$ cat src/design/ssb_pkg.sv
`default_nettype none
// ----------------------------------------------------------------------------
// ssb_pkg
// Shared types, constants and the arctangent table for the shell cell binner.
// ----------------------------------------------------------------------------
package ssb_pkg;

    localparam int CNT_W        = 24;
    localparam int BIN_W        = 13;
    localparam int MAX_BINS     = 4096;
    localparam int CORDIC_STEPS = 24;
    localparam int CORDIC_W     = 36;
    localparam int SQRT_STEPS   = 32;
    localparam int ADDR_W       = 5;

    localparam logic [2:0] REG_CENTER_X  = 3'd0;
    localparam logic [2:0] REG_CENTER_Y  = 3'd1;
    localparam logic [2:0] REG_CENTER_Z  = 3'd2;
    localparam logic [2:0] REG_OUTER     = 3'd3;
    localparam logic [2:0] REG_THICK     = 3'd4;
    localparam logic [2:0] REG_THETA_CNT = 3'd5;
    localparam logic [2:0] REG_POLAR_CNT = 3'd6;

    typedef struct packed {
        logic signed [31:0] center_x;
        logic signed [31:0] center_y;
        logic signed [31:0] center_z;
        logic [30:0]        outer_radius;
        logic [30:0]        shell_thickness;
        logic [BIN_W-1:0]   theta_count;
        logic [BIN_W-1:0]   polar_count;
    } t_cfg;

    typedef struct packed {
        logic signed [32:0] dx;
        logic signed [32:0] dy;
        logic signed [32:0] dz;
        logic [61:0]        sxy;
        logic               in_shell;
        logic [CNT_W-1:0]   cell_id;
        logic               start;
    } t_item;

    function automatic logic [31:0] atan_lut(input logic [4:0] i);
        logic [31:0] v;
        case (i)
            5'd0:  v = 32'd536870912;
            5'd1:  v = 32'd316933406;
            5'd2:  v = 32'd167458907;
            5'd3:  v = 32'd85004756;
            5'd4:  v = 32'd42667331;
            5'd5:  v = 32'd21354465;
            5'd6:  v = 32'd10679838;
            5'd7:  v = 32'd5340245;
            5'd8:  v = 32'd2670163;
            5'd9:  v = 32'd1335087;
            5'd10: v = 32'd667544;
            5'd11: v = 32'd333772;
            5'd12: v = 32'd166886;
            5'd13: v = 32'd83443;
            5'd14: v = 32'd41722;
            5'd15: v = 32'd20861;
            5'd16: v = 32'd10430;
            5'd17: v = 32'd5215;
            5'd18: v = 32'd2608;
            5'd19: v = 32'd1304;
            5'd20: v = 32'd652;
            5'd21: v = 32'd326;
            5'd22: v = 32'd163;
            5'd23: v = 32'd81;
            5'd24: v = 32'd41;
            5'd25: v = 32'd20;
            5'd26: v = 32'd10;
            5'd27: v = 32'd5;
            5'd28: v = 32'd3;
            5'd29: v = 32'd1;
            5'd30: v = 32'd1;
            default: v = 32'd0;
        endcase
        return v;
    endfunction

    function automatic logic [BIN_W-1:0] cap_bins(input logic [BIN_W-1:0] c);
        return (c > BIN_W'(MAX_BINS)) ? BIN_W'(MAX_BINS) : c;
    endfunction

endpackage
`default_nettype wire

$ cat src/design/ssb_front.sv
`default_nettype none
// ----------------------------------------------------------------------------
// ssb_front
// Accepts cell centres, forms offsets and squared distances with one shared
// multiplier, runs the shell test and pushes the classified word to the queue.
// ----------------------------------------------------------------------------
module ssb_front import ssb_pkg::*; (
    input  wire              i_clk,
    input  wire              i_rst_n,
    input  t_cfg             i_cfg,
    input  wire              i_valid,
    output logic             o_ready,
    input  wire [31:0]       i_pos_x,
    input  wire [31:0]       i_pos_y,
    input  wire [31:0]       i_pos_z,
    input  wire [CNT_W-1:0]  i_cell,
    input  wire              i_start,
    output logic             o_push,
    output t_item            o_item,
    input  wire              i_full
);

    typedef enum logic [6:0] {
        F_IDLE = 7'b0000001,
        F_SQX  = 7'b0000010,
        F_SQY  = 7'b0000100,
        F_SQZ  = 7'b0001000,
        F_R2   = 7'b0010000,
        F_IN2  = 7'b0100000,
        F_PUSH = 7'b1000000
    } t_fstate;

    t_fstate             r_state;
    logic signed [32:0]  r_dx, r_dy, r_dz;
    logic [32:0]         r_ax, r_ay, r_az;
    logic [CNT_W-1:0]    r_cell;
    logic                r_start;
    logic [65:0]         r_acc;
    logic [61:0]         r_sxy;
    logic [61:0]         r_r2, r_i2;
    logic [32:0]         mul_a, mul_b;
    logic [65:0]         prod;
    logic signed [32:0]  n_dx, n_dy, n_dz;
    logic signed [31:0]  inner;
    logic                inner_nonpos;
    logic                shell_hit;

    assign o_ready = (r_state == F_IDLE);

    assign n_dx = $signed({i_pos_x[31], i_pos_x}) - $signed({i_cfg.center_x[31], i_cfg.center_x});
    assign n_dy = $signed({i_pos_y[31], i_pos_y}) - $signed({i_cfg.center_y[31], i_cfg.center_y});
    assign n_dz = $signed({i_pos_z[31], i_pos_z}) - $signed({i_cfg.center_z[31], i_cfg.center_z});

    assign inner = $signed({1'b0, i_cfg.outer_radius}) - $signed({1'b0, i_cfg.shell_thickness});
    assign inner_nonpos = inner[31] || (inner == 32'sd0);

    always_comb begin
        mul_a = r_ax;
        mul_b = r_ax;
        unique case (r_state)
            F_SQY: begin
                mul_a = r_ay;
                mul_b = r_ay;
            end
            F_SQZ: begin
                mul_a = r_az;
                mul_b = r_az;
            end
            F_R2: begin
                mul_a = {2'b00, i_cfg.outer_radius};
                mul_b = {2'b00, i_cfg.outer_radius};
            end
            F_IN2: begin
                mul_a = {2'b00, inner[30:0]};
                mul_b = {2'b00, inner[30:0]};
            end
            default: begin
                mul_a = r_ax;
                mul_b = r_ax;
            end
        endcase
    end

    assign prod = 66'(mul_a) * 66'(mul_b);

    assign shell_hit = (r_acc <= {4'b0000, r_r2}) &&
                       (inner_nonpos || (r_acc >= {4'b0000, r_i2}));

    always_ff @(posedge i_clk) begin
        if (!i_rst_n) begin
            r_state <= F_IDLE;
        end else begin
            unique case (r_state)
                F_IDLE: begin
                    if (i_valid) begin
                        r_dx    <= n_dx;
                        r_dy    <= n_dy;
                        r_dz    <= n_dz;
                        r_ax    <= n_dx[32] ? 33'(-n_dx) : 33'(n_dx);
                        r_ay    <= n_dy[32] ? 33'(-n_dy) : 33'(n_dy);
                        r_az    <= n_dz[32] ? 33'(-n_dz) : 33'(n_dz);
                        r_cell  <= i_cell;
                        r_start <= i_start;
                        r_state <= F_SQX;
                    end
                end
                F_SQX: begin
                    r_acc   <= prod;
                    r_state <= F_SQY;
                end
                F_SQY: begin
                    r_acc   <= r_acc + prod;
                    r_sxy   <= 62'(r_acc + prod);
                    r_state <= F_SQZ;
                end
                F_SQZ: begin
                    r_acc   <= r_acc + prod;
                    r_state <= F_R2;
                end
                F_R2: begin
                    r_r2    <= prod[61:0];
                    r_state <= F_IN2;
                end
                F_IN2: begin
                    r_i2    <= prod[61:0];
                    r_state <= F_PUSH;
                end
                F_PUSH: begin
                    if (!i_full) begin
                        r_state <= F_IDLE;
                    end
                end
                default: r_state <= F_IDLE;
            endcase
        end
    end

    assign o_push = (r_state == F_PUSH) && !i_full;

    always_comb begin
        o_item.dx       = r_dx;
        o_item.dy       = r_dy;
        o_item.dz       = r_dz;
        o_item.sxy      = r_sxy;
        o_item.in_shell = shell_hit;
        o_item.cell_id  = r_cell;
        o_item.start    = r_start;
    end

endmodule
`default_nettype wire

$ cat config.mk
export PLATFORM = sky130hd
export DESIGN_NAME = ssb_front
export DESIGN_NICKNAME = d
export VERILOG_FILES = /design/src/design/ssb_pkg.sv /design/src/design/ssb_front.sv
export SDC_FILE = /design/constraint.sdc
export NUM_CORES = 2
export LEC_CHECK = 0
export BUFFER_PORTS_ARGS = -buffer_cell sky130_fd_sc_hd__buf_2
export CAP_MARGIN = 20
export CORE_MARGIN = 2
export CORE_UTILIZATION = 50
export DETAILED_ROUTE_END_ITERATION = 6
export GPL_ROUTABILITY_DRIVEN = 0
export MAX_ROUTING_LAYER = met4
export PLACE_DENSITY = 0.75
export SLEW_MARGIN = 20
export SYNTH_ARGS = -nofsm -noshare
export SYNTH_HDL_FRONTEND = slang
export SYNTH_SLANG_ARGS = --single-unit
$ cat constraint.sdc
create_clock -name i_clk -period 18.65 [get_ports i_clk]
set_clock_uncertainty 0.15 [all_clocks]
set_input_delay 0.9325 -clock i_clk [delete_from_list [all_inputs] [get_ports i_clk]]
set_output_delay 0.9325 -clock i_clk [all_outputs]
set_load 0.005 [all_outputs]
==> Flow_metrics.wiki <==
{| class="wikitable"
! Metric !! Value
|-
| Outcome || complete, but fails checks
|-
| Failing checks || design-rule violations
|-
| Total clock buffers created by CTS || 54
|-
| Yosys cell types || 108
|-
| Hold Vio Cnt, Final || 0
|-
| Most frequently used flop master after synthesis || sky130_fd_sc_hd__edfxtp_1
|-
| Maximum number of pins on one net before global-route repair || 156
|-
| Arrival time at the worst endpoint || 15340 ps
|-
| DRT antenna net count || 0
|-
| Number of gates resized after cts || 0
|-
| Initial DRC count || 4393
|-
| Sum of overflow across all layers after global routing || 0
|-
| Net count after synthesis || 8597
|-
| Leading cell type in the layout, fill and taps excluded || sky130_fd_sc_hd__inv_1
|-
| Area occupied by registers || 0.0143 mm^2
|-
| Root Driver || sky130_fd_sc_hd__clkbuf_16
|-
| All-Layer GR Usage || 29.8%
|-
| Combined buffer and inverter count along the critical path || 10
|-
| Cell type with the highest occurrence count on the critical path || sky130_fd_sc_hd__fa_1
|-
| Critical Path Start Type || register
|-
| DRC errors left || 3
|-
| Initial core utilization || 50.4%
|-
| Highest net fanout along the worst path || 64
|-
| Area share of the largest cell type after synthesis || 26.6%
|-
| Worst-case clock buffer depth || 3
|-
| Number of hold-repair buffers added at the cts stage || 0
|-
| Final core utilization || 55.2%
|-
| Post-CTS clock slew at the launch and capture registers of the worst setup and hold paths || 60 ps
|-
| Nets@finish || 8966
|-
| Path depth of the worst reg2reg path || 46
|-
| Horizontal die dimension || 363 um
|-
| Count of state elements after synthesis || 477
|-
| Sequential fraction of the synthesis area || 22.1%
|-
| Clock insertion delay at the later pin of the skew report || 660 ps
|-
| Type of destination of the critical path || register
|-
| Max-Cap Viols || 0
|-
| Setup repair after global routing missed its margin || no
|-
| Max-slew headroom || 24.3%
|-
| Setup CP Type || register to register
|-
| Worst path max stage delay || 960 ps
|-
| Proportion of register bits with asynchronous set or reset after synthesis || 0%
|-
| Core outline area || 0.128 mm^2
|-
| CTS H-Tree Depth || 2
|-
| CP required || 18890 ps
|-
| Largest area contributor in the netlist || sky130_fd_sc_hd__fa_1
|-
| Detailed placement HPWL || 152 mm
|-
| Final critical delay including setup and external delays || 15110 ps
|-
| Critical Path Stages || 46
|-
| Number of global-route vias before repair || 52916
|-
| Number of antenna violations at the first check in global routing || 33
|-
| Warnings from Yosys || 0
|-
| Final total negative setup slack || 0 ps
|-
| Max-slew violation total from the final report || 0
|-
| Total routed wirelength || 192 mm
|-
| Top cells by area in the synthesized netlist || sky130_fd_sc_hd__fa_1 27%, sky130_fd_sc_hd__edfxtp_1 22%, sky130_fd_sc_hd__ha_1 12%, sky130_fd_sc_hd__inv_1 8.4%, sky130_fd_sc_hd__nand2_1 3.3%
|-
| Global-route wire length before repair || 294 mm
|-
| DIE HEIGHT || 363 um
|-
| Hold Path Class || primary input to register
|-
| Hold depth || 1
|-
| Number of input and output port buffers inserted || 471
|-
| Final Setup Violations || 0
|-
| Number of cells produced by synthesis || 6835
|-
| Wire per inst || 21.4 um
|-
| Clock tree from TritonCTS || done
|-
| Drt pass-1 iters || 7
|-
| Slowest-stage cell, CP || sky130_fd_sc_hd__a2111oi_1
|-
| Count of fill cells added during filler insertion || 11034
|-
| Number of clock sinks seen by CTS || 477
|-
| Worst-Margin Slew || 1140 ps
|-
| Die ar. || 0.132 mm^2
|-
| Share of the clock period used by the worst path after layout || 81.0%
|-
| Routed via count divided by cell count || 5.79
|-
| Layout overhead on the synthesized area || 9.47%
|-
| Count of pins on the block boundary || 498
|-
| DR vias || 51801
|-
| Achievable clock frequency || 66.2 MHz
|-
| Fraction of layout instances using a drive strength above 1 || 10.8%
|-
| Area used by multi-input combinational logic || 0.0439 mm^2
|-
| Site Rows || 131
|-
| Synthesized area per cell || 9.42 um^2
|-
| Dominant delay contributor by cell family on the critical path || adder cells
|-
| Commonest cells after routing, fill and taps aside || 1438 x sky130_fd_sc_hd__inv_1, 856 x sky130_fd_sc_hd__fa_1, 597 x sky130_fd_sc_hd__ha_1
|-
| Synthesized area || 0.0644 mm^2
|-
| Number of enable flip-flop cells after synthesis || 470
|-
| Post-CTS repair timing setup buffer count || 0
|}
## final timing paths
path / startpoint / endpoint / slack (ps)
setup / recovery: r_state[1] / r_acc[65] / 3540
hold / removal: i_cell[1] / r_cell[1] / 300
setup reg to reg: r_state[1] / r_acc[65] / 3540
hold reg to reg: r_acc[0] / r_sxy[0] / 550
## synthesized netlist by cell type (all sizes together) (20+ instances only)
cell	instances
o31ai	24
nand2b	31
a222oi	20
xor2	127
nor4	33
and3	42
a21oi	309
nand3	85
edfxtp	470
mux2	36
a2111oi	24
and2	43
a21o	195
a211oi	36
nand4	87
inv	1446
or3	37
nand2	565
nor2b	43
o21ai	174
xnor2	174
fa	856
ha	597
nor2	542
nor3	101
buf	68
o21a	51
or2	24
o21bai	39
clkbuf	161
o211ai	37
a31oi	60
## logic make-up (layout without fill, tap and decap cells)
family	after synthesis	in the layout	synth area share [%]
and+or+nand+nor	1706	1706	12.3
buffers and inverters	1682	2096	9.93
adders and majority gates	1454	1454	38.2
AOI/OAI and AO/OA	1172	1172	12.5
DFF	477	477	22.1
xor gates and xnor gates	302	302	4.13
muxes	42	42	0.723
other	0	34	0
## routing by layer
metal	wire length, um	share of wire [%]	vias up	track usage, %
met5	0	0	-	-
met4	12300	6.4	0	16.2
met2	90900	47	2548	47.6
li1	-	-	23303	-
met3	17500	9.1	627	5.84
met1	71100	37	25323	35.5
## registers in the layout, indices dropped and copies added (netlist names)
name	count
r_r2	61
r_ax	32
r_dx	33
r_dz	33
r_start	1
r_acc	66
r_dy	33
r_i2	61
r_ay	32
r_state	7
r_cell	24
r_sxy	62
r_az	32
## layout make-up
class	count	area share, %
Antenna cell	34	0.121
Clock buffer	59	1.94
Clock inverter	42	0.634
Timing Repair Buffer	542	4.12
Inverter	1453	7.74
Tap cell	1662	2.95
Sequential cell	477	20.2
Multi-Input combinational cell	4676	62.3
## through the flow
stage | hold slack, ps | area (um^2) | worst slack (ps) | cells
3_3_place_gp | 509 | 68600 | 3830 | 8810
4_1_cts | 272 | 70400 | 3680 | 8911
2_1_floorplan | 393 | 64400 | 6070 | 6835
3_5_place_dp | 529 | 68600 | 3730 | 8810
6_report | 299 | 70500 | 3540 | 8945
5_1_grt | 287 | 70500 | 3020 | 8943
## worst register-to-register path, delay by kind of cell (launching register included)
family	cells	cell delay [ps]
adder cells (fa/ha/maj)	10	4890
AO/OA/AOI/OAI	15	4880
buffers and inverters	10	2560
AND/OR/NAND/NOR	9	1670
flip-flops	1	380
XOR/XNOR	2	320
Power is left out: the tool's default activity adds up to more than one toggle a clock period on the data nets, which glitch-free logic cannot reach.
