--- src/design/ssb_pkg.sv ---
`default_nettype none
// ----------------------------------------------------------------------------
// ssb_pkg
// Shared types, constants and the arctangent table for the shell cell binner.
// ----------------------------------------------------------------------------
package ssb_pkg;

    localparam int CNT_W        = 24;
    localparam int BIN_W        = 13;
    localparam int MAX_BINS     = 4096;
    localparam int CORDIC_STEPS = 24;
    localparam int CORDIC_W     = 36;
    localparam int SQRT_STEPS   = 32;
    localparam int ADDR_W       = 5;

    localparam logic [2:0] REG_CENTER_X  = 3'd0;
    localparam logic [2:0] REG_CENTER_Y  = 3'd1;
    localparam logic [2:0] REG_CENTER_Z  = 3'd2;
    localparam logic [2:0] REG_OUTER     = 3'd3;
    localparam logic [2:0] REG_THICK     = 3'd4;
    localparam logic [2:0] REG_THETA_CNT = 3'd5;
    localparam logic [2:0] REG_POLAR_CNT = 3'd6;

    typedef struct packed {
        logic signed [31:0] center_x;
        logic signed [31:0] center_y;
        logic signed [31:0] center_z;
        logic [30:0]        outer_radius;
        logic [30:0]        shell_thickness;
        logic [BIN_W-1:0]   theta_count;
        logic [BIN_W-1:0]   polar_count;
    } t_cfg;

    typedef struct packed {
        logic signed [32:0] dx;
        logic signed [32:0] dy;
        logic signed [32:0] dz;
        logic [61:0]        sxy;
        logic               in_shell;
        logic [CNT_W-1:0]   cell_id;
        logic               start;
    } t_item;

    function automatic logic [31:0] atan_lut(input logic [4:0] i);
        logic [31:0] v;
        case (i)
            5'd0:  v = 32'd536870912;
            5'd1:  v = 32'd316933406;
            5'd2:  v = 32'd167458907;
            5'd3:  v = 32'd85004756;
            5'd4:  v = 32'd42667331;
            5'd5:  v = 32'd21354465;
            5'd6:  v = 32'd10679838;
            5'd7:  v = 32'd5340245;
            5'd8:  v = 32'd2670163;
            5'd9:  v = 32'd1335087;
            5'd10: v = 32'd667544;
            5'd11: v = 32'd333772;
            5'd12: v = 32'd166886;
            5'd13: v = 32'd83443;
            5'd14: v = 32'd41722;
            5'd15: v = 32'd20861;
            5'd16: v = 32'd10430;
            5'd17: v = 32'd5215;
            5'd18: v = 32'd2608;
            5'd19: v = 32'd1304;
            5'd20: v = 32'd652;
            5'd21: v = 32'd326;
            5'd22: v = 32'd163;
            5'd23: v = 32'd81;
            5'd24: v = 32'd41;
            5'd25: v = 32'd20;
            5'd26: v = 32'd10;
            5'd27: v = 32'd5;
            5'd28: v = 32'd3;
            5'd29: v = 32'd1;
            5'd30: v = 32'd1;
            default: v = 32'd0;
        endcase
        return v;
    endfunction

    function automatic logic [BIN_W-1:0] cap_bins(input logic [BIN_W-1:0] c);
        return (c > BIN_W'(MAX_BINS)) ? BIN_W'(MAX_BINS) : c;
    endfunction

endpackage
`default_nettype wire

--- src/design/ssb_back.sv ---
`default_nettype none
// ----------------------------------------------------------------------------
// ssb_back
// Takes classified words, runs the integer root and a shared iterative CORDIC
// for azimuth and polar angle, forms the bins and assigns slot numbers.
// ----------------------------------------------------------------------------
module ssb_back import ssb_pkg::*; (
    input  wire               i_clk,
    input  wire               i_rst_n,
    input  t_cfg              i_cfg,
    input  wire               i_valid,
    input  t_item             i_item,
    output logic              o_pop,
    output logic              o_valid,
    input  wire               i_ready,
    output logic              o_in_shell,
    output logic [CNT_W-1:0]  o_slot,
    output logic [CNT_W-1:0]  o_cell,
    output logic [BIN_W-1:0]  o_theta,
    output logic [BIN_W-1:0]  o_polar
);

    typedef enum logic [5:0] {
        B_IDLE = 6'b000001,
        B_SQRT = 6'b000010,
        B_CAZ  = 6'b000100,
        B_CPOL = 6'b001000,
        B_BIN  = 6'b010000,
        B_DONE = 6'b100000
    } t_bstate;

    t_bstate                    r_state;
    t_item                      r_item;
    logic [CNT_W-1:0]           r_cnt;
    logic [63:0]                r_rem, r_res, r_bit;
    logic [4:0]                 r_k;
    logic signed [CORDIC_W-1:0] r_cx, r_cy;
    logic [31:0]                r_cz;
    logic [31:0]                r_az_ang, r_pol_ang;
    logic [BIN_W-1:0]           r_tbin, r_pbin;
    logic                       r_out_valid;

    logic [63:0]                sq_try;
    logic signed [CORDIC_W-1:0] xs, ys, nx, ny;
    logic [31:0]                nz;
    logic signed [CORDIC_W-1:0] ld_a, ld_b;
    logic signed [CORDIC_W-1:0] ld_x, ld_y;
    logic [31:0]                ld_z;
    logic [44:0]                tprod;
    logic [43:0]                pprod;
    logic                       last_step;
    logic                       emit;

    assign sq_try = r_res + r_bit;

    always_comb begin
        xs = r_cx >>> r_k;
        ys = r_cy >>> r_k;
        nx = r_cx;
        ny = r_cy;
        nz = r_cz;
        if (!r_cy[CORDIC_W-1] && (r_cy != '0)) begin
            nx = r_cx + ys;
            ny = r_cy - xs;
            nz = r_cz + atan_lut(r_k);
        end else if (r_cy[CORDIC_W-1]) begin
            nx = r_cx - ys;
            ny = r_cy + xs;
            nz = r_cz - atan_lut(r_k);
        end
    end

    always_comb begin
        if (r_state == B_SQRT) begin
            ld_a = CORDIC_W'(r_item.dx);
            ld_b = CORDIC_W'(r_item.dy);
        end else begin
            ld_a = CORDIC_W'(r_item.dz);
            ld_b = $signed({{(CORDIC_W-32){1'b0}}, r_res[31:0]});
        end
        if (ld_a[CORDIC_W-1]) begin
            ld_x = -ld_a;
            ld_y = -ld_b;
            ld_z = 32'h8000_0000;
        end else begin
            ld_x = ld_a;
            ld_y = ld_b;
            ld_z = 32'h0000_0000;
        end
    end

    assign last_step = (r_k == 5'(CORDIC_STEPS - 1));
    assign tprod = 45'(r_az_ang) * 45'(cap_bins(i_cfg.theta_count));
    assign pprod = 44'(r_pol_ang) * 44'(cap_bins(i_cfg.polar_count));
    assign o_pop = (r_state == B_IDLE) && i_valid;
    assign emit  = (r_state == B_DONE) && (!r_out_valid || i_ready);

    always_ff @(posedge i_clk) begin
        if (!i_rst_n) begin
            r_state     <= B_IDLE;
            r_cnt       <= '0;
            r_out_valid <= 1'b0;
        end else begin
            if (emit) begin
                r_out_valid <= 1'b1;
            end else if (i_ready) begin
                r_out_valid <= 1'b0;
            end
            unique case (r_state)
                B_IDLE: begin
                    if (i_valid) begin
                        r_item <= i_item;
                        if (i_item.start) begin
                            r_cnt <= '0;
                        end
                        r_rem <= {2'b00, i_item.sxy};
                        r_res <= '0;
                        r_bit <= 64'h4000_0000_0000_0000;
                        r_k   <= '0;
                        r_state <= i_item.in_shell ? B_SQRT : B_DONE;
                    end
                end
                B_SQRT: begin
                    if (r_rem >= sq_try) begin
                        r_rem <= r_rem - sq_try;
                        r_res <= (r_res >> 1) + r_bit;
                    end else begin
                        r_res <= r_res >> 1;
                    end
                    r_bit <= r_bit >> 2;
                    if (r_k == 5'(SQRT_STEPS - 1)) begin
                        r_k  <= '0;
                        r_cx <= ld_x;
                        r_cy <= ld_y;
                        r_cz <= ld_z;
                        r_state <= B_CAZ;
                    end else begin
                        r_k <= r_k + 5'd1;
                    end
                end
                B_CAZ: begin
                    if (last_step) begin
                        r_az_ang <= nz;
                        r_k  <= '0;
                        r_cx <= ld_x;
                        r_cy <= ld_y;
                        r_cz <= ld_z;
                        r_state <= B_CPOL;
                    end else begin
                        r_cx <= nx;
                        r_cy <= ny;
                        r_cz <= nz;
                        r_k  <= r_k + 5'd1;
                    end
                end
                B_CPOL: begin
                    if (last_step) begin
                        if (nz >= 32'hC000_0000) begin
                            r_pol_ang <= '0;
                        end else if (nz > 32'h8000_0000) begin
                            r_pol_ang <= 32'h8000_0000;
                        end else begin
                            r_pol_ang <= nz;
                        end
                        r_state <= B_BIN;
                    end else begin
                        r_cx <= nx;
                        r_cy <= ny;
                        r_cz <= nz;
                        r_k  <= r_k + 5'd1;
                    end
                end
                B_BIN: begin
                    r_tbin  <= tprod[44:32];
                    r_pbin  <= pprod[43:31];
                    r_state <= B_DONE;
                end
                B_DONE: begin
                    if (emit) begin
                        o_in_shell  <= r_item.in_shell;
                        if (r_item.in_shell) begin
                            o_slot  <= r_cnt;
                            o_cell  <= r_item.cell_id;
                            o_theta <= r_tbin;
                            o_polar <= r_pbin;
                            r_cnt   <= r_cnt + CNT_W'(1);
                        end else begin
                            o_slot  <= '0;
                            o_cell  <= '0;
                            o_theta <= '0;
                            o_polar <= '0;
                        end
                        r_state <= B_IDLE;
                    end
                end
                default: r_state <= B_IDLE;
            endcase
        end
    end

    assign o_valid = r_out_valid;

endmodule
`default_nettype wire

--- config.mk ---
export PLATFORM = sky130hd
export DESIGN_NAME = ssb_back
export DESIGN_NICKNAME = d
export VERILOG_FILES = /design/src/design/ssb_pkg.sv /design/src/design/ssb_back.sv
export SDC_FILE = /design/constraint.sdc
export NUM_CORES = 2
export LEC_CHECK = 0
export BUFFER_PORTS_ARGS = -buffer_cell sky130_fd_sc_hd__buf_2
export CORE_UTILIZATION = 45
export DETAILED_ROUTE_END_ITERATION = 8
export PLACE_DENSITY = 0.72
export SYNTH_ARGS = -nofsm -noshare
export SYNTH_HDL_FRONTEND = slang
export SYNTH_SLANG_ARGS = --single-unit
--- constraint.sdc ---
create_clock -name i_clk -period 27.4 [get_ports i_clk]
set_input_delay 0 -clock i_clk [delete_from_list [all_inputs] [get_ports i_clk]]
set_output_delay 0 -clock i_clk [all_outputs]
set_load 0.05 [all_outputs]
==> impl_metrics.tcl <==
set metrics [dict create \
    root_buffer "clkbuf_16" \
    finalCriticalPeriod_ps 7780 \
    wl_per_cell_um 19.8 \
    antenna_found_initial 4 \
    synth_seq_cells 619 \
    finalSetupViolCount 0 \
    fp-row-count 147 \
    post_cts_buffers 0 \
    hp-start "i_item[113]" \
    ctsResizeCount 0 \
    holdWs_ps 52.9 \
    synth_compound_area_share_pct 14.7 \
    dieArea_um2 164000 \
    cpPeakStageDelay_ps 730 \
    num_vias 61400 \
    synthDistinctLibCells 102 \
    utilization_pct 50.8 \
    grt_pass1_wl_um 337000 \
    run_status "complete, no violations" \
    timing.slew.headroom_pct 24.3 \
    arrival_ps 8190 \
    viasPerCell 5.74 \
    fmax_mhz 129 \
    tns_ps 0 \
    io_buffers 293 \
    hold_path_class "in2reg" \
    ir_drop_mv 0.0688 \
    place_congestion 0.970 \
    synth_enable_flop_cells 558 \
    drive_gt1_share_pct 8.20 \
    crit_buf_inv 1 \
    clockBufferDepth 3 \
    fin_worst_skew_ps 33.3 \
    hold_viol_final 0 \
    layout.cells.most_common_list "inv_1, nand2_1, fa_1" \
    power_frac_seq_pct 27.9 \
    ys_seq_area_share_pct 24.6 \
    syn2layout_area_growth_pct 11.8 \
    core-area_um2 161000 \
    end_kind "flop" \
    start_kind "flop" \
    dr.pass1.iters 6 \
    path_common_cell "a31oi_1" \
    synth.avg_cell_area_um2 8.92 \
    synth_xor_area_share_pct 4.54 \
    p_total_mw 4.11 \
    postRouteAntennaNets 0 \
    crit_required_ps 27810 \
    clk_pin_slew_worst_paths_ps 60 \
    cellPowerDensity_nw_per_um2 50.3 \
    syn_area_um2 73200 \
    worstSetupStartpoint "r_res[2]" \
    final.period_utilization_pct 28.4 \
    syn_nets 9753 \
    max_slew.worst_pin.slew_ps 1130 \
    cts.sinks 619 \
    worstSetupPathType "reg2reg" \
    drv_slew 0 \
    synth_top_family_by_area "adder cells" \
    power.share.clock_pct 26.3 \
    place_hpwl_um 154000 \
    rrSetupSlack_ps 19620 \
    synth-adder-area-share_pct 26.9 \
    p_switching_mw 1.62 \
    ys_dominant_reg_cell "edfxtp_1" \
    drc 0 \
    io-pin-count 452 \
    initial_core_util_pct 45.5 \
    grtUsageTotal_pct 25.6 \
    holdBufCountCts 298 \
    die_y_um 405 \
    p_int_mw 2.49 \
    grt_max_degree 90 \
    first_global_vias 62000 \
    overflow 0 \
    cp_max_fo 27 \
    p_leak_nw 35.2 \
    mostFrequentLayoutCell "inv_1" \
    layout_setup_ws_ps 19620 \
    dp_slack_ps 19550 \
    cpMaxStageDelayCell "nand2_1" \
    drtIter0Drc 5181 \
    fp.dieW_um 405 \
    drv_cap 0 \
    wirelength_um 212000 \
    clock_latency_ps 700 \
    h-tree-depth 3 \
    synthMuxAreaShare_pct 4.31 \
    switching_share_pct 39.5 \
    synth_simple_gate_area_share_pct 17.1 \
    rr_startpoint "r_res[2]" \
    synthCells 8202 \
    yosysWarnings 0 \
    cp_top_family "compound AO/OA/AOI/OAI gates" \
    numCtsBuffers 76 \
    async_reset_ff_share_pct 0 \
    fin_nets 10000 \
    pwr-share-comb_pct 45.8 \
    rsz0062_at_grt "false" \
    cts_tree "yes" \
]
==> per-layer routing <==
layer | up-vias | track usage, % | routed length, um
met5 | - | 0 | 23
met4 | 4 | 8.65 | 7040
met3 | 394 | 3.06 | 14300
met2 | 2378 | 43.7 | 103000
met1 | 30300 | 33.5 | 87300
li1 | 28300 | - | -
==> state kept, by name (all words and copies together), names as in the netlist, 24 cells and up, named ones only <==
signal     count
r_pol_ang     32
r_rem         64
r_item       124
r_cx          36
r_cy          36
r_cnt         24
o_cell        24
r_res         64
r_cz          32
r_az_ang      32
o_slot        24
r_bit         32
==> power by group through the flow <==
stage,sequential (mW),combinational (mW),clock [mW]
floorplan,1.15,1.37,0
global placement,1.16,1.78,0
detailed placement,1.16,1.82,0
CTS,1.15,1.87,1.10
global route,1.15,2.11,1.14
finish,1.15,1.88,1.08
==> cells in the mapped netlist, drive strengths merged (75+ instances only) <==
master | count | area [um^2]
a31oi | 107 | 676
nor2b | 90 | 563
xor2 | 144 | 1260
nand3 | 105 | 531
nor2 | 529 | 1990
inv | 1036 | 3890
xnor2 | 234 | 2060
and3 | 83 | 519
nand2 | 932 | 3500
clkbuf | 387 | 1450
edfxtp | 558 | 16800
and2 | 428 | 2680
mux2 | 75 | 848
nor3 | 123 | 631
mux2i | 140 | 1400
o21ai | 384 | 1930
a21o | 131 | 983
fa | 664 | 13300
a21oi | 444 | 2230
ha | 512 | 6410
==> kinds of logic after synthesis <==
| group | after synthesis |
|---|---|
| simple gates | 2596 |
| compound gates | 1676 |
| buf+inv | 1502 |
| fa+ha+maj | 1176 |
| flops | 619 |
| xor+xnor | 378 |
| mux | 255 |
==> worst reg2reg max path, stage by stage, from the launching register on <==
cell      delay, ps
edfxtp_1        560
ha_1            410
a31oi_1         320
a211oi_1        170
a31o_2          300
a31oi_2         310
o32a_1          290
o21ai_1         170
or4b_1          560
a31oi_1         260
o21bai_1        140
a31oi_1         220
xor2_1          220
ha_1            320
and3_1          260
and2_1          170
a311oi_1        280
o31ai_1         140
nand2_1          90
o211a_1         210
a21oi_1         110
o21ai_2         540
nand2_1         740
buf_4           490
nor2_1          180
a211oi_1         60
==> final timing paths <==
kind | endpoint | cells past startpoint
setup / recovery | r_res[6] | 25
hold reg to reg | r_cnt[5] | 2
setup reg to reg | r_res[6] | 25
hold / removal | r_item[113] | 2
==> area by class of cell <==
type	count	area, um^2
Antenna cell	3	7.51
Multi-Input combinational cell	6081	49600
Tap cell	2160	2700
Fill cell	14600	79100
Timing Repair Buffer	655	4930
Sequential cell	619	18000
Clock buffer	85	1940
Clock inverter	53	727
Inverter	1041	3910
==> metrics by stage <==
stage                     instances  cell area (um^2)
after floorplan                8202             73200
after global placement        10300             76200
after detailed placement      10300             76200
after CTS                     10700             81800
after global routing          10700             81800
final                         10700             81800
No activity file was read; power rests on OpenSTA's default activity.
