## config.mk

```make
export PLATFORM = sky130hd
export DESIGN_NAME = ssb_queue
export DESIGN_NICKNAME = d
export VERILOG_FILES = /design/src/design/ssb_pkg.sv /design/src/design/ssb_queue.sv
export SDC_FILE = /design/constraint.sdc
export NUM_CORES = 1
export LEC_CHECK = 0
export ABC_CLOCK_PERIOD_IN_PS = 28300
export BUFFER_PORTS_ARGS = -buffer_cell sky130_fd_sc_hd__buf_2
export CAP_MARGIN = 30
export CORE_MARGIN = 5
export CORE_UTILIZATION = 59
export CTS_BUF_LIST = sky130_fd_sc_hd__clkbuf_4
export CTS_CLUSTER_SIZE = 28
export DETAILED_ROUTE_END_ITERATION = 7
export PLACE_DENSITY = 0.88
export RECOVER_POWER = 50
export REMOVE_ABC_BUFFERS = 1
export SLEW_MARGIN = 20
export SYNTH_ARGS = -nofsm -noshare
export SYNTH_HDL_FRONTEND = slang
export SYNTH_SLANG_ARGS = --single-unit
```

## constraint.sdc

```tcl
create_clock -name i_clk -period 28.3 [get_ports i_clk]
set_input_delay 5.66 -clock i_clk [delete_from_list [all_inputs] [get_ports i_clk]]
set_output_delay 5.66 -clock i_clk [all_outputs]
set_load 0.1 [all_outputs]
```

## src/design/ssb_pkg.sv

```systemverilog
`default_nettype none
// ----------------------------------------------------------------------------
// ssb_pkg
// Shared types, constants and the arctangent table for the shell cell binner.
// ----------------------------------------------------------------------------
package ssb_pkg;

    localparam int CNT_W        = 24;
    localparam int BIN_W        = 13;
    localparam int MAX_BINS     = 4096;
    localparam int CORDIC_STEPS = 24;
    localparam int CORDIC_W     = 36;
    localparam int SQRT_STEPS   = 32;
    localparam int ADDR_W       = 5;

    localparam logic [2:0] REG_CENTER_X  = 3'd0;
    localparam logic [2:0] REG_CENTER_Y  = 3'd1;
    localparam logic [2:0] REG_CENTER_Z  = 3'd2;
    localparam logic [2:0] REG_OUTER     = 3'd3;
    localparam logic [2:0] REG_THICK     = 3'd4;
    localparam logic [2:0] REG_THETA_CNT = 3'd5;
    localparam logic [2:0] REG_POLAR_CNT = 3'd6;

    typedef struct packed {
        logic signed [31:0] center_x;
        logic signed [31:0] center_y;
        logic signed [31:0] center_z;
        logic [30:0]        outer_radius;
        logic [30:0]        shell_thickness;
        logic [BIN_W-1:0]   theta_count;
        logic [BIN_W-1:0]   polar_count;
    } t_cfg;

    typedef struct packed {
        logic signed [32:0] dx;
        logic signed [32:0] dy;
        logic signed [32:0] dz;
        logic [61:0]        sxy;
        logic               in_shell;
        logic [CNT_W-1:0]   cell_id;
        logic               start;
    } t_item;

    function automatic logic [31:0] atan_lut(input logic [4:0] i);
        logic [31:0] v;
        case (i)
            5'd0:  v = 32'd536870912;
            5'd1:  v = 32'd316933406;
            5'd2:  v = 32'd167458907;
            5'd3:  v = 32'd85004756;
            5'd4:  v = 32'd42667331;
            5'd5:  v = 32'd21354465;
            5'd6:  v = 32'd10679838;
            5'd7:  v = 32'd5340245;
            5'd8:  v = 32'd2670163;
            5'd9:  v = 32'd1335087;
            5'd10: v = 32'd667544;
            5'd11: v = 32'd333772;
            5'd12: v = 32'd166886;
            5'd13: v = 32'd83443;
            5'd14: v = 32'd41722;
            5'd15: v = 32'd20861;
            5'd16: v = 32'd10430;
            5'd17: v = 32'd5215;
            5'd18: v = 32'd2608;
            5'd19: v = 32'd1304;
            5'd20: v = 32'd652;
            5'd21: v = 32'd326;
            5'd22: v = 32'd163;
            5'd23: v = 32'd81;
            5'd24: v = 32'd41;
            5'd25: v = 32'd20;
            5'd26: v = 32'd10;
            5'd27: v = 32'd5;
            5'd28: v = 32'd3;
            5'd29: v = 32'd1;
            5'd30: v = 32'd1;
            default: v = 32'd0;
        endcase
        return v;
    endfunction

    function automatic logic [BIN_W-1:0] cap_bins(input logic [BIN_W-1:0] c);
        return (c > BIN_W'(MAX_BINS)) ? BIN_W'(MAX_BINS) : c;
    endfunction

endpackage
`default_nettype wire

```

## src/design/ssb_queue.sv

```systemverilog
`default_nettype none
// ----------------------------------------------------------------------------
// ssb_queue
// Two-entry queue of classified words between the front and back parts.
// ----------------------------------------------------------------------------
module ssb_queue import ssb_pkg::*; (
    input  wire    i_clk,
    input  wire    i_rst_n,
    input  wire    i_push,
    input  t_item  i_item,
    output logic   o_full,
    output logic   o_valid,
    output t_item  o_item,
    input  wire    i_pop
);

    t_item        r_mem [2];
    logic         r_wp, r_rp;
    logic [1:0]   r_cnt;

    assign o_full  = (r_cnt == 2'd2);
    assign o_valid = (r_cnt != 2'd0);
    assign o_item  = r_mem[r_rp];

    always_ff @(posedge i_clk) begin
        if (i_push) begin
            r_mem[r_wp] <= i_item;
        end
    end

    always_ff @(posedge i_clk) begin
        if (!i_rst_n) begin
            r_wp  <= 1'b0;
            r_rp  <= 1'b0;
            r_cnt <= 2'd0;
        end else begin
            if (i_push) begin
                r_wp <= ~r_wp;
            end
            if (i_pop) begin
                r_rp <= ~r_rp;
            end
            r_cnt <= r_cnt + 2'(i_push) - 2'(i_pop);
        end
    end

endmodule
`default_nettype wire

```

==> flow_results.org, run 1 <==
** Status
- Result of the run :: finished, violations left
- The checks that failed: max-capacitance violations, max-slew violations.

** Place
- In this run the cell area measured after placement is 0.0165 sq mm.
- Final estimated routing congestion in global placement :: 0.797
- After legalization and detailed placement, the total HPWL measured between 20 and 25 mm.
- Buffers placed on the I/O ports in this run total approximately 380.
- Worst slack at placement :: 19.71 ns

** Detailed routing
- Iteration-0 DRC Markers :: 536
- For this block, the via count after detailed routing is 7382.
- Via count normalized by instance count :: 5.08
- In the final routed layout, each cell accounts on average for 20.3 microns.
- For this block, the routed nets add up to 29.5 mm of wire.
- Post-route DRC violation count :: 0
- Before antenna repair, the detailed router went through 5 iterations.
- Once detail routing completed, the nets flagged for antenna violations numbered 0.

** Clocking
- The clock passes through at most 3 buffers.
- Number of cells upsized or downsized after cts :: 0
- Number of buffers added by the clock tree synthesis step :: 92
- For the worst-skew pair, the clock arrives at the later sink with an insertion delay of approximately 0.66 ns.
- TritonCTS built the clock tree.
- After clock tree synthesis, the clock-pin slew on the worst setup and hold paths is 0.06 ns.
- Total of hold buffers inserted after clock tree synthesis :: 0
- Maximum level of the CTS H-tree :: 3
- After clock tree synthesis, the setup repair step added 0 buffers.
- The clock net in this run drives a total of 379 sinks.
- Clock root buffer :: clkbuf_4

** Cells and area
- Proportion of layout cells with a drive suffix above 1 :: between 50% and 60%
- The area growth from synthesis to layout is 23.0%.
- The final layout contains 1260 nets.
- Area of all placed cells without fillers :: 0.0175 sq mm

** STA
- Headroom to the max-slew limit came out at -61.0%.
- Fmax :: about 0.11 GHz
- Slew at the pin closest to its max-slew limit :: 2.41 ns
- Final min period :: 9.19 ns
- Ratio of final minimum period to clock period :: between 30% and 40%
- In the final timing run, aggregate negative setup slack is 0 ns.
- Once routing completed, OpenROAD measured the worst setup slack at 19.11 ns.
- Setup violations remaining at the end of the flow were counted as 0.
- The tightest hold path in the finished design has a slack of around 0.59 ns.
- The number of endpoints with negative hold slack in the final report came to 0.
- Unrepaired setup endpoints after global routing :: false
- The clock arrives with 0.0370 ns of skew.
- Final number of max-transition violations :: 65

** Min path
- Depth of the worst hold-timing path :: 2
- The tightest min-delay check is of the flip-flop to flip-flop type.
- The startpoint identified for the worst hold timing path is r_rp.

** Logic synthesis
- Count of distinct cell types in the synthesized netlist :: 14
- Each instance of the synthesized netlist takes up on average 23.6 sq um.
- Area of the mapped netlist :: roughly 0.014 sq mm
- The synthesized design contains 379 register bits.
- Yosys printed 0 warnings.
- Fraction of the yosys area taken by sequential cells :: 79.5%
- Post-Syn Instances :: roughly 600

** Setup path
- Counting cells, the worst reg-to-reg path comes to 3.
- Data on the critical path arrives at its endpoint at 3.53 ns.
- Crit Reg-Reg Startpoint :: r_wp
- Endpoint kind of the worst setup timing path :: output port
- Critical Setup Path Class :: flip-flop to output port
- Required @ worst endpoint :: about 23 ns
- Nature of the critical path startpoint :: flip-flop
- In this run the register-to-register setup slack is 24.20 ns.
- The endpoint identified for the worst register-to-register timing path is r_mem[1][171].
- Maximum fanout count along the critical path :: 44

** Global route
- Vias in the first global route :: 8075
- Global-route wire length before repair :: roughly 43 mm
- Entering global routing, the biggest net connects 78 pins.
- Gr usage total :: 20.9%
- The initial antenna violation count came to 11.
- Gr ovfl total :: 0

** Floorplanning
- From bottom edge to top edge, the die measures 165 microns.
- Number of rows created at floorplan :: 56
- Number of top-level pins :: between 300 and 400
- Die width :: 165 microns
- Core area :: 0.0236 sq mm
- The initial utilization of the core area, before any placement, comes to 60.4%.
- The die covers between 0.02 and 0.03 sq mm.

** Pwr
- Leakage power summed over all cells :: 6.74 nW
- For this design the ratio of total power to cell area is slightly above 80 mW/mm^2.
- Worst ir drop on vdd :: 59.5 uV

** Job
- Maxcap violations :: 2
sequential cells by signal, indices dropped and copies added, names as in the netlist, named ones only:
register and flops:
r_rp 1, r_mem 374, r_cnt 2, r_wp 1
per-layer routing:
layer / up-vias / wire length [microns] / track usage (%)
li1: 3392 / - / -
met1: 3537 / 9830 / 22.0
met2: 363 / 15500 / 36.3
met3: 80 / 3050 / 9.08
met4: 10 / 1000 / 9.60
met5: - / 74 / 0
worst max-delay path, cell delays in order, from the launching register on:
cell	delay, ns
dfxtp_4	0.79
buf_4	0.71
buf_4	0.62
mux2_2	0.40
buf_2	0.29
through the flow:
step / power [mW] / std cells / utilization [%]
6_report: 1.42 / 1454 / 74.2
5_1_grt: 1.48 / 1453 / 74.2
4_1_cts: 1.44 / 1445 / 74.7
3_5_place_dp: 1.01 / 1290 / 69.8
3_3_place_gp: 1.00 / 1287 / 69.5
2_1_floorplan: 0.970 / 582 / -
cells by family after synthesis:
family | Yosys count | share of synthesized area (%)
adder cells (fa/ha/maj) | 2 | 0.175
AND/OR/NAND/NOR | 9 | 0.395
AO/OA/AOI/OAI | 1 | 0.0527
buffers and inverters | 23 | 1.49
multiplexers | 187 | 18.2
flip-flops | 379 | 79.5
XOR/XNOR | 2 | 0.219
layout make-up:
class / instances / area [sq um]
tap: 319 / 399
clock inverter: 22 / 149
multi-input combinational: 201 / 2710
antenna: 7 / 17.5
inverter: 2 / 7.51
sequential: 379 / 11300
clock buffer: 133 / 998
fill: 1437 / 6080
timing repair buffer: 391 / 1910
where the power goes:
part,internal (mW),switching [mW]
Sequential,0.650,0.0106
Clock,0.233,0.197
Combinational,0.0699,0.261
Yosys cell counts, drive strengths merged:
library cell,instances,share of area (%)
mux2,187,18
nor2b,4,0.18
edfxtp,374,79
o21a,1,0.053
inv,2,0.053
xor2,1,0.061
and2,4,0.18
buf,21,1.4
ha,2,0.18
or2,1,0.044
xnor3,1,0.16
dfxtp,5,0.70
layout by cell type, fill, tap and decap left out, drive strengths merged:
cell type / instances
nor2b: 4
clkbuf: 246
edfxtp: 374
o21a: 1
and2: 4
xnor3: 1
buf: 278
mux2: 187
ha: 2
diode: 7
clkinvlp: 1
xor2: 1
inv: 2
or2: 1
clkinv: 19
dfxtp: 5
bufinv: 2
how the worst max path moves through the flow:
stage                   start          end  cells past startpoint
floorplan              i_push         r_wp                      2
global placement    flip-flop   o_item[23]                      4
detailed placement  flip-flop   o_item[17]                      4
CTS                 flip-flop   o_item[40]                      4
global route        flip-flop  o_item[171]                      4
finish              flip-flop   o_item[23]                      4
(Power assumes the default switching activity.)
==> inputs of run 2 (changes only) <==
- ABC_AREA: unset -> 1
- ABC_CLOCK_PERIOD_IN_PS: 28300 -> 8000
- CORE_UTILIZATION: 59 -> 49
- PLACE_DENSITY: 0.88 -> 0.78
- clock period: 28.3 -> 8 ns (I/O delays scaled with it)
==> flow_results.org, run 2 <==
** Global route
- Global-route wire length before repair :: 44.2 mm (+3.1%)
- Vias in the first global route :: 8272 (+2.4%)
- The residual overflow from global routing came to 0 (unchanged).
- Largest net degree at the start of global routing :: 117 (+50%)
- The global-route total usage across every layer came to 17.4% (-3.5 points).
- The initial antenna violation count was 9 (-2).

** Logic synthesis
- The count of cell types in the netlist came to 12 (-2).
- Proportion of netlist area held by the largest area contributor :: 78.8% (about the same)
- In the post-synthesis netlist, the cell with the most instances is edfxtp_1.
- The mean instance size in the synthesized netlist was 23.2 sq um (-2.0%).
- The netlist area before placement was 0.0143 sq mm (about the same).
- Fraction of synthesis flops using an asynchronous set or reset pin :: 0% (unchanged)
- Among all flip-flop cells after synthesis, the most frequent one is edfxtp_1.
- In the synthesized netlist, the cells that appear most often are edfxtp_1 (374), mux2_4 (130), mux2_2 (57).
- Register bit total from synthesis :: 379 (unchanged)
- The cell count after synthesis was 615 (+2.0%).
- Number of warnings reported in the yosys synthesis log :: 0 (unchanged)
- Post-synthesis cell type with the largest combined area :: edfxtp_1
- After synthesis, the cell types taking the most area are edfxtp_1 (79%), mux2_4 (14%), mux2_2 (4.5%), buf_6 (1.3%), dfxtp_1 (0.70%).
- The count of flip-flops with a built-in enable after synthesis is 374 (unchanged).
- Fraction of the yosys area taken by sequential cells :: 79.5% (about the same)

** STA
- The pin slew with the least headroom to its limit was 2.73 ns (+0.319 ns).
- Final number of max-transition violations :: 46 (-29%)
- Setup clock skew after layout :: 0.0340 ns (-0.00306 ns)
- Final count of hold timing violations :: 0 (unchanged)
- The final count of negative-setup-slack endpoints is 0 (unchanged).
- Headroom to the max-slew limit :: -82.2% (-21 points)
- Final min period :: 4.73 ns
- Setup repair after global routing left no endpoint under its margin.
- Static timing analysis puts the maximum clock frequency at ~0.21 GHz.
- Ratio of final minimum period to clock period :: 59.1%

** Clocking
- The clock tree buffer depth came to 3 (unchanged).
- The clock latency of the later-clocked register in the worst-skew pair was 0.68 ns (+0.02 ns).
- Number of buffers added by the clock tree synthesis step :: 92 (unchanged)
- Sinks on Clock Net :: 379 (unchanged)
- CTS tree :: done
- Clock-pin transition on the worst setup and hold timing paths :: 0.06 ns (about the same)
- The number of H-tree levels was 3 (unchanged).
- Buffer count from post-CTS setup fixing :: 0 (unchanged)
- The total of cells resized after clock tree synthesis is 0 (unchanged).
- Total of hold buffers inserted after clock tree synthesis :: 0 (unchanged)
- Clock tree synthesis selected as its root buffer the cell clkbuf_4.

** Detailed routing
- The via total after detailed routing is 7362 (-0.27%).
- Detail Route met3 WL :: 2.73 mm (-10%)
- Total wire length :: 29.5 mm (+0.16%)
- The wire length on met1 came to 10.4 mm (+6.1%).
- Total iterations of the first detailed-routing run :: 4 (-1)
- The post-route antenna net violation count is 0 (unchanged).
- The detailed router's first-iteration violation count was 348 (-35%).
- The number of remaining DRC errors was 0 (unchanged).
- The detailed-route vias per instance came to 4.86 (-4.2%).
- Avg WL per Cell :: 19.5 microns (-3.8%)
- The met2 routed wirelength came to 15.2 mm (-2.0%).
- Routed signal wires occupy layers up through met5.

** Status
- Failing checks :: max-capacitance violations, max-slew violations
- The flow ran to the end, but the final reports show violations.

** Cells and area
- Final Net Count :: 1267 (+0.56%)
- Register Area :: 0.0113 sq mm (unchanged)
- Most common cell after layout, fill and taps aside :: edfxtp_1
- The utilization of the core after routing is 60.9% (-13 points).
- Ranked by flip-flop count, first place goes to r_mem.
- Max reg flops :: 374 (unchanged)
- Area of all placed cells without fillers :: 0.0175 sq mm (-0.29%)
- Count of filler cells inserted in the layout :: 2126 (+48%)
- The share of cells above drive strength 1 came to 55.6% (+2.0 points).
- Commonest cells after routing, fill and taps aside :: edfxtp_1 (374), buf_2 (295), mux2_4 (130), clkbuf_4 (129), clkbuf_1 (84)
- Combined area of the multi-input logic cells :: 0.00270 sq mm (-0.51%)
- In the final layout, the registers with the most flip-flops are r_mem (374), r_cnt (2).
- Layout overhead on the synthesized area :: 22.6%

** Floorplanning
- Starting Density :: 49.7% (-11 points)
- Die Span Y :: 181 microns (+9.1%)
- Die outline area :: 0.0326 sq mm (+19%)
- The top-level port count is 380 (unchanged).
- Core area :: 0.0287 sq mm (+22%)
- Die width :: 181 microns (+9.1%)
- The total number of placement rows was 62 (+11%).

** Setup path
- The worst setup path is captured at an output port.
- Nature of the critical path startpoint :: flip-flop
- The path length in cells of the critical path was 3 (-1).
- The number of buffer and inverter instances along the worst setup path was 2 (-1).
- The signal on the critical path passes through buf_4, mux2_4, buf_2.
- Critical-path cell with the highest stage delay :: dfxtp_4
- Data arrival, critical path :: 3.13 ns (-0.40 ns)
- The worst reg-to-reg path cell count was 3 (unchanged).
- Kind of cell with the highest combined delay on the critical path :: buffers and inverters
- The data required time of the critical path is 6.40 ns (-16.24 ns).
- Critical Setup Path Class :: flip-flop to output port
- The largest driver fanout on the critical path came to 56 (+27%).
- The delay of the slowest cell on the worst path is 0.85 ns (+0.06 ns).

** Pwr
- Net switching power :: 1.54 mW (+230%)
- Switch share :: 32.1% (-0.89 points)
- Portion of total power attributed to combinational logic :: 21.4% (-1.9 points)
- The largest vdd supply drop was 206 uV (+250%).
- Portion of total power attributed to the clock network :: 29.7% (-0.6 points)
- The sequential cell fraction of total power is 48.9% (+2.5 points).
- Leakage power summed over all cells :: 6.77 nW (+0.35%)
- The design internal power came to 3.25 mW (+240%).
- Power per unit of standard cell area :: 274 mW/mm^2 (+240%)

** Place
- Number of I/O port buffers :: 379 (unchanged)
- Post-DP Area :: 0.0165 sq mm (+0.25%)
- The final weighted congestion of routability-driven global placement came to 0.814 (+2.2%).
- DP HPWL :: 20.2 mm (-0.20%)

** Min path
- Depth of the worst hold-timing path :: 2 (unchanged)
- Worst hold path class :: flip-flop to flip-flop

** Job
- Maxcap violations :: 1 (-1)
## run 2: cell count changes after synthesis, moves of 4 or more
cell | previous run | this run
nor2b_1 | 4 | 0
nand2_1 | 0 | 9
and2_1 | 4 | 0
inv_1 | 2 | 7
nor2_1 | 0 | 8
## run 2: power groups by stage
| stage | sequential, mW | clock, mW | combinational, mW |
|---|---|---|---|
| 3_3_place_gp | 2.38 | 0 | 1.02 |
| 4_1_cts | 2.34 | 1.48 | 1.04 |
| 2_1_floorplan | 2.41 | 0 | 0.880 |
| 3_5_place_dp | 2.38 | 0 | 1.03 |
| 6_report | 2.34 | 1.42 | 1.02 |
| 5_1_grt | 2.35 | 1.60 | 1.06 |
## run 2: routing by layer
layer | track usage (%) | vias up
met2 | 30.5 | 354
met3 | 7.37 | 84
met4 | 7.92 | 4
met1 | 18.2 | 3510
li1 | - | 3410
met5 | 0 | -
## run 2: logic make-up (layout without fill, tap and decap cells)
family	after synthesis	in the layout	share of synthesized area, %
AND/OR/NAND/NOR	18	18	0.483
other	0	6	0
AO/OA/AOI/OAI	1	1	0.0351
multiplexers	187	187	18.2
adder cells (fa/ha/maj)	2	2	0.176
flip-flops	379	379	79.5
buffers and inverters	28	537	1.62
## run 2: stage by stage
step,setup TNS [ns],hold WS (ns),std cells,total power [mW],setup slack [ns]
2_1_floorplan,-564.03,0.463,594,3.29,-2.20
3_3_place_gp,0,0.476,1363,3.40,4.02
3_5_place_dp,0,0.489,1364,3.42,3.93
4_1_cts,0,0.531,1508,4.86,3.19
5_1_grt,0,0.551,1513,5.00,3.08
6_report,0,0.516,1514,4.78,3.27
## run 2: worst paths after layout
| path | end | startpoint | slack (ns) |
|---|---|---|---|
| min | r_rp | r_rp | 0.52 |
| min reg2reg | r_rp | r_rp | 0.52 |
| max reg2reg | r_mem[0][63] | r_wp | 4.19 |
| max | o_item[87] | flip-flop | 3.27 |
## run 2: cell type report
cell class | count | area share (%)
clock buffer | 129 | 5.54
tap | 384 | 2.75
clock inverter | 15 | 0.422
multi-input combinational | 208 | 15.4
sequential | 379 | 64.8
inverter | 7 | 0.193
timing repair buffer | 386 | 10.7
antenna | 6 | 0.0859
## run 2: worst reg2reg max path: stages (launching register included)
cell and delay, ns:
dfxtp_1 0.34, nor2_4 0.10, clkbuf_1 1.92, buf_4 1.00
==> inputs of run 3 (changes only) <==
- ABC_AREA: 1 -> 0
- ABC_CLOCK_PERIOD_IN_PS: 8000 -> 4500
- CORE_UTILIZATION: 49 -> 54
- PLACE_DENSITY: 0.78 -> 0.82
- clock period: 8 -> 4.5 ns (I/O delays scaled with it)
==> flow_results.org, run 3 (synthesized netlist as in run 1, its figures left out) <==
** Floorplanning
- The die span in y came to 172 microns (-4.5%).
- The effective utilization at floorplan came to 54.7% (+5.0 points).
- Die width :: 172 microns (-4.5%)
- Number of top-level pins :: 380 (unchanged)
- The core region area was 0.0261 sq mm (-9.2%).
- Number of rows created at floorplan :: 59 (-4.8%)
- Die outline area :: 0.0298 sq mm (-8.7%)

** Job
- Maxcap violations :: 2 (+1)

** Setup path
- In this run the critical register-to-register path is captured at r_mem[0][182].
- Data arrival, critical path :: 3.67 ns (+0.54 ns)
- The worst reg-to-reg path cell count was 2 (-1).
- The delay of the slowest cell on the worst path came to 2.03 ns (+1.18 ns).
- The startpoint identified for the worst register-to-register timing path is r_wp.
- The most critical setup path has its startpoint at i_push.
- Worst path buffer plus inverter count :: 2 (unchanged)
- The critical path goes through buf_2, nor2b_1, buf_4.
- Broken down by cell family, the worst path's largest delay share belongs to simple AND/OR/NAND/NOR gates.
- Critical Setup Path Class :: primary input to flip-flop
- Endpoint kind of the worst setup timing path :: flip-flop
- Worst-case register-to-register setup slack :: 1.19 ns (-3.00 ns)
- Required @ worst endpoint :: 4.81 ns (-1.59 ns)
- Critical-path cell with the highest stage delay :: nor2b_1
- Maximum fanout count along the critical path :: 28 (-50%)
- The worst setup path is launched from a primary input.

** Cells and area
- The post-synthesis to final-layout area growth was 22.7% (about the same).
- The number of flip-flops in the largest register came to 374 (unchanged).
- Proportion of layout cells with a drive suffix above 1 :: 54.9% (-0.73 points)
- Register name with the most flops :: r_mem
- The utilization of the core after routing came to 67.1% (+6.2 points).
- The number of non-filler instances in the completed layout is 1468 (-3.0%).
- The library cell used most frequently in the layout, excluding fill and tap cells, is edfxtp_1.
- The largest registers in the layout are r_mem (374), r_cnt (2).
- In the layout the commonest cells are edfxtp_1 (374), buf_2 (284), mux2_4 (130), clkbuf_4 (126), clkbuf_1 (94).
- The number of nets in the layout came to 1255 (-0.95%).

** STA
- The max-slew violation total from the final report was 81 (+76%).
- Final count of hold timing violations :: 0 (unchanged)
- Setup repair after global routing left no endpoint under its margin.
- The worst-case headroom to the max-slew limit was -82.0% (+0.20 points).
- Final min period :: 3.36 ns
- The clock tree skew after final layout came to 0.0481 ns (+0.0141 ns).
- Of the available clock period, the critical path in the final layout requires 74.8%.
- Fmax :: 0.297 GHz
- The total negative slack for setup checks came to 0 ns (unchanged).
- Setup-failing EPs final :: 0 (unchanged)
- The pin slew with the least headroom to its limit was 2.72 ns (-0.00867 ns).

** Global route
- The number of global-route vias before repair is 7762 (-6.2%).
- The pin count of the biggest net entering global routing was 81 (-31%).
- Initial antenna violation count :: 9 (unchanged)
- The global-route total usage across every layer was 18.2% (+0.80 points).
- The first-pass GRT wire length is 41.1 mm (-7.1%).
- The residual overflow from global routing came to 0 (unchanged).

** Clocking
- The clock tree buffer depth came to 3 (unchanged).
- Number of buffers added by the clock tree synthesis step :: 91 (-1.1%)
- The clock latency of the later-clocked register in the worst-skew pair is 0.65 ns (-0.03 ns).
- Clock-pin transition on the worst setup and hold timing paths :: 0.07 ns (about the same)
- Buffer count from post-CTS setup fixing :: 0 (unchanged)
- The CTS sink count came to 379 (unchanged).
- The total of cells resized after clock tree synthesis was 0 (unchanged).
- Total of hold buffers inserted after clock tree synthesis :: 0 (unchanged)
- CTS tree :: done
- CTS placed an instance of clkbuf_4 at the clock tree root.
- Maximum level of the CTS H-tree :: 3 (unchanged)

** Place
- The number of placed cells counting well taps was 1304 (-4.4%).
- DP HPWL :: 19.4 mm (-3.7%)
- The final weighted congestion of routability-driven global placement was 0.781 (-4.0%).
- Number of I/O port buffers :: 379 (unchanged)

** Pwr
- Leakage power summed over all cells :: 6.75 nW (-0.23%)
- The largest vdd supply drop is 390 uV (+90%).
- Power per unit of standard cell area :: 502 mW/mm^2 (+83%)

** Min path
- In this run the worst hold path is classified as primary input to flip-flop.
- The worst hold path terminates at r_mem[0][164].
- HP Start :: i_item[164]
- Depth of the worst hold-timing path :: 1 (-1)

** Detailed routing
- The post-route antenna net violation count was 0 (unchanged).
- The number of search-and-repair iterations in the first detailed-routing pass is 5 (+1).
- Via count normalized by instance count :: 4.99 (+2.7%)
- Post-route DRC violation count :: 0 (unchanged)
- The wire length after detailed routing is 28.4 mm (-3.8%).
- Total number of vias :: 7332 (-0.41%)
- The detailed router's first-iteration violation count is 497 (+43%).
- Avg WL per Cell :: 19.3 microns (-0.79%)

** Status
- The final reports fail on max-capacitance violations, max-slew violations.
- Result of the run :: finished, violations left
## run 3: metal layers
metal | wire length, microns | GRT usage, % | vias up
li1 | - | - | 3393
met1 | 10100 | 20.1 | 3519
met2 | 14600 | 31.0 | 357
met3 | 2850 | 7.82 | 55
met4 | 766 | 7.55 | 8
met5 | 51 | 0 | -
## run 3: how the worst max path moves through the flow
stage	slack, ns	depth (start not counted)	endpoint
2_1_floorplan	-5.26	2	r_wp
3_3_place_gp	1.91	3	r_mem[0][17]
3_5_place_dp	1.84	3	r_mem[0][123]
4_1_cts	1.16	3	o_item[37]
5_1_grt	1.0	2	r_mem[0][145]
6_report	1.14	3	r_mem[0][182]
## run 3: cell type report
cell class              instances  area [sq um]
well taps                     335           419
fillers                      1759          8560
clock buffers                 126           946
diodes                          5          12.5
multi-input cells             201          2710
inverters                       2          7.51
clock inverters                33           150
repair buffers                387          1910
flip-flops and latches        379         11300
## run 3: where the power goes
group	switching (mW)	internal, mW	leakage, nW
Clock	1.26	1.30	0.653
Sequential	0.0492	4.09	3.55
Combinational	1.65	0.441	2.55
## run 3: per-stage QoR
step                power (mW)  area [sq um]  hold WS [ns]  setup slack (ns)
global route              9.17         17500         0.313             0.998
global placement          6.30         16500         0.567              1.91
detailed placement        6.32         16500         0.577              1.84
floorplan                 6.10         14100         0.555             -5.26
CTS                       8.91         17600         0.328              1.16
finish                    8.79         17500         0.415              1.14
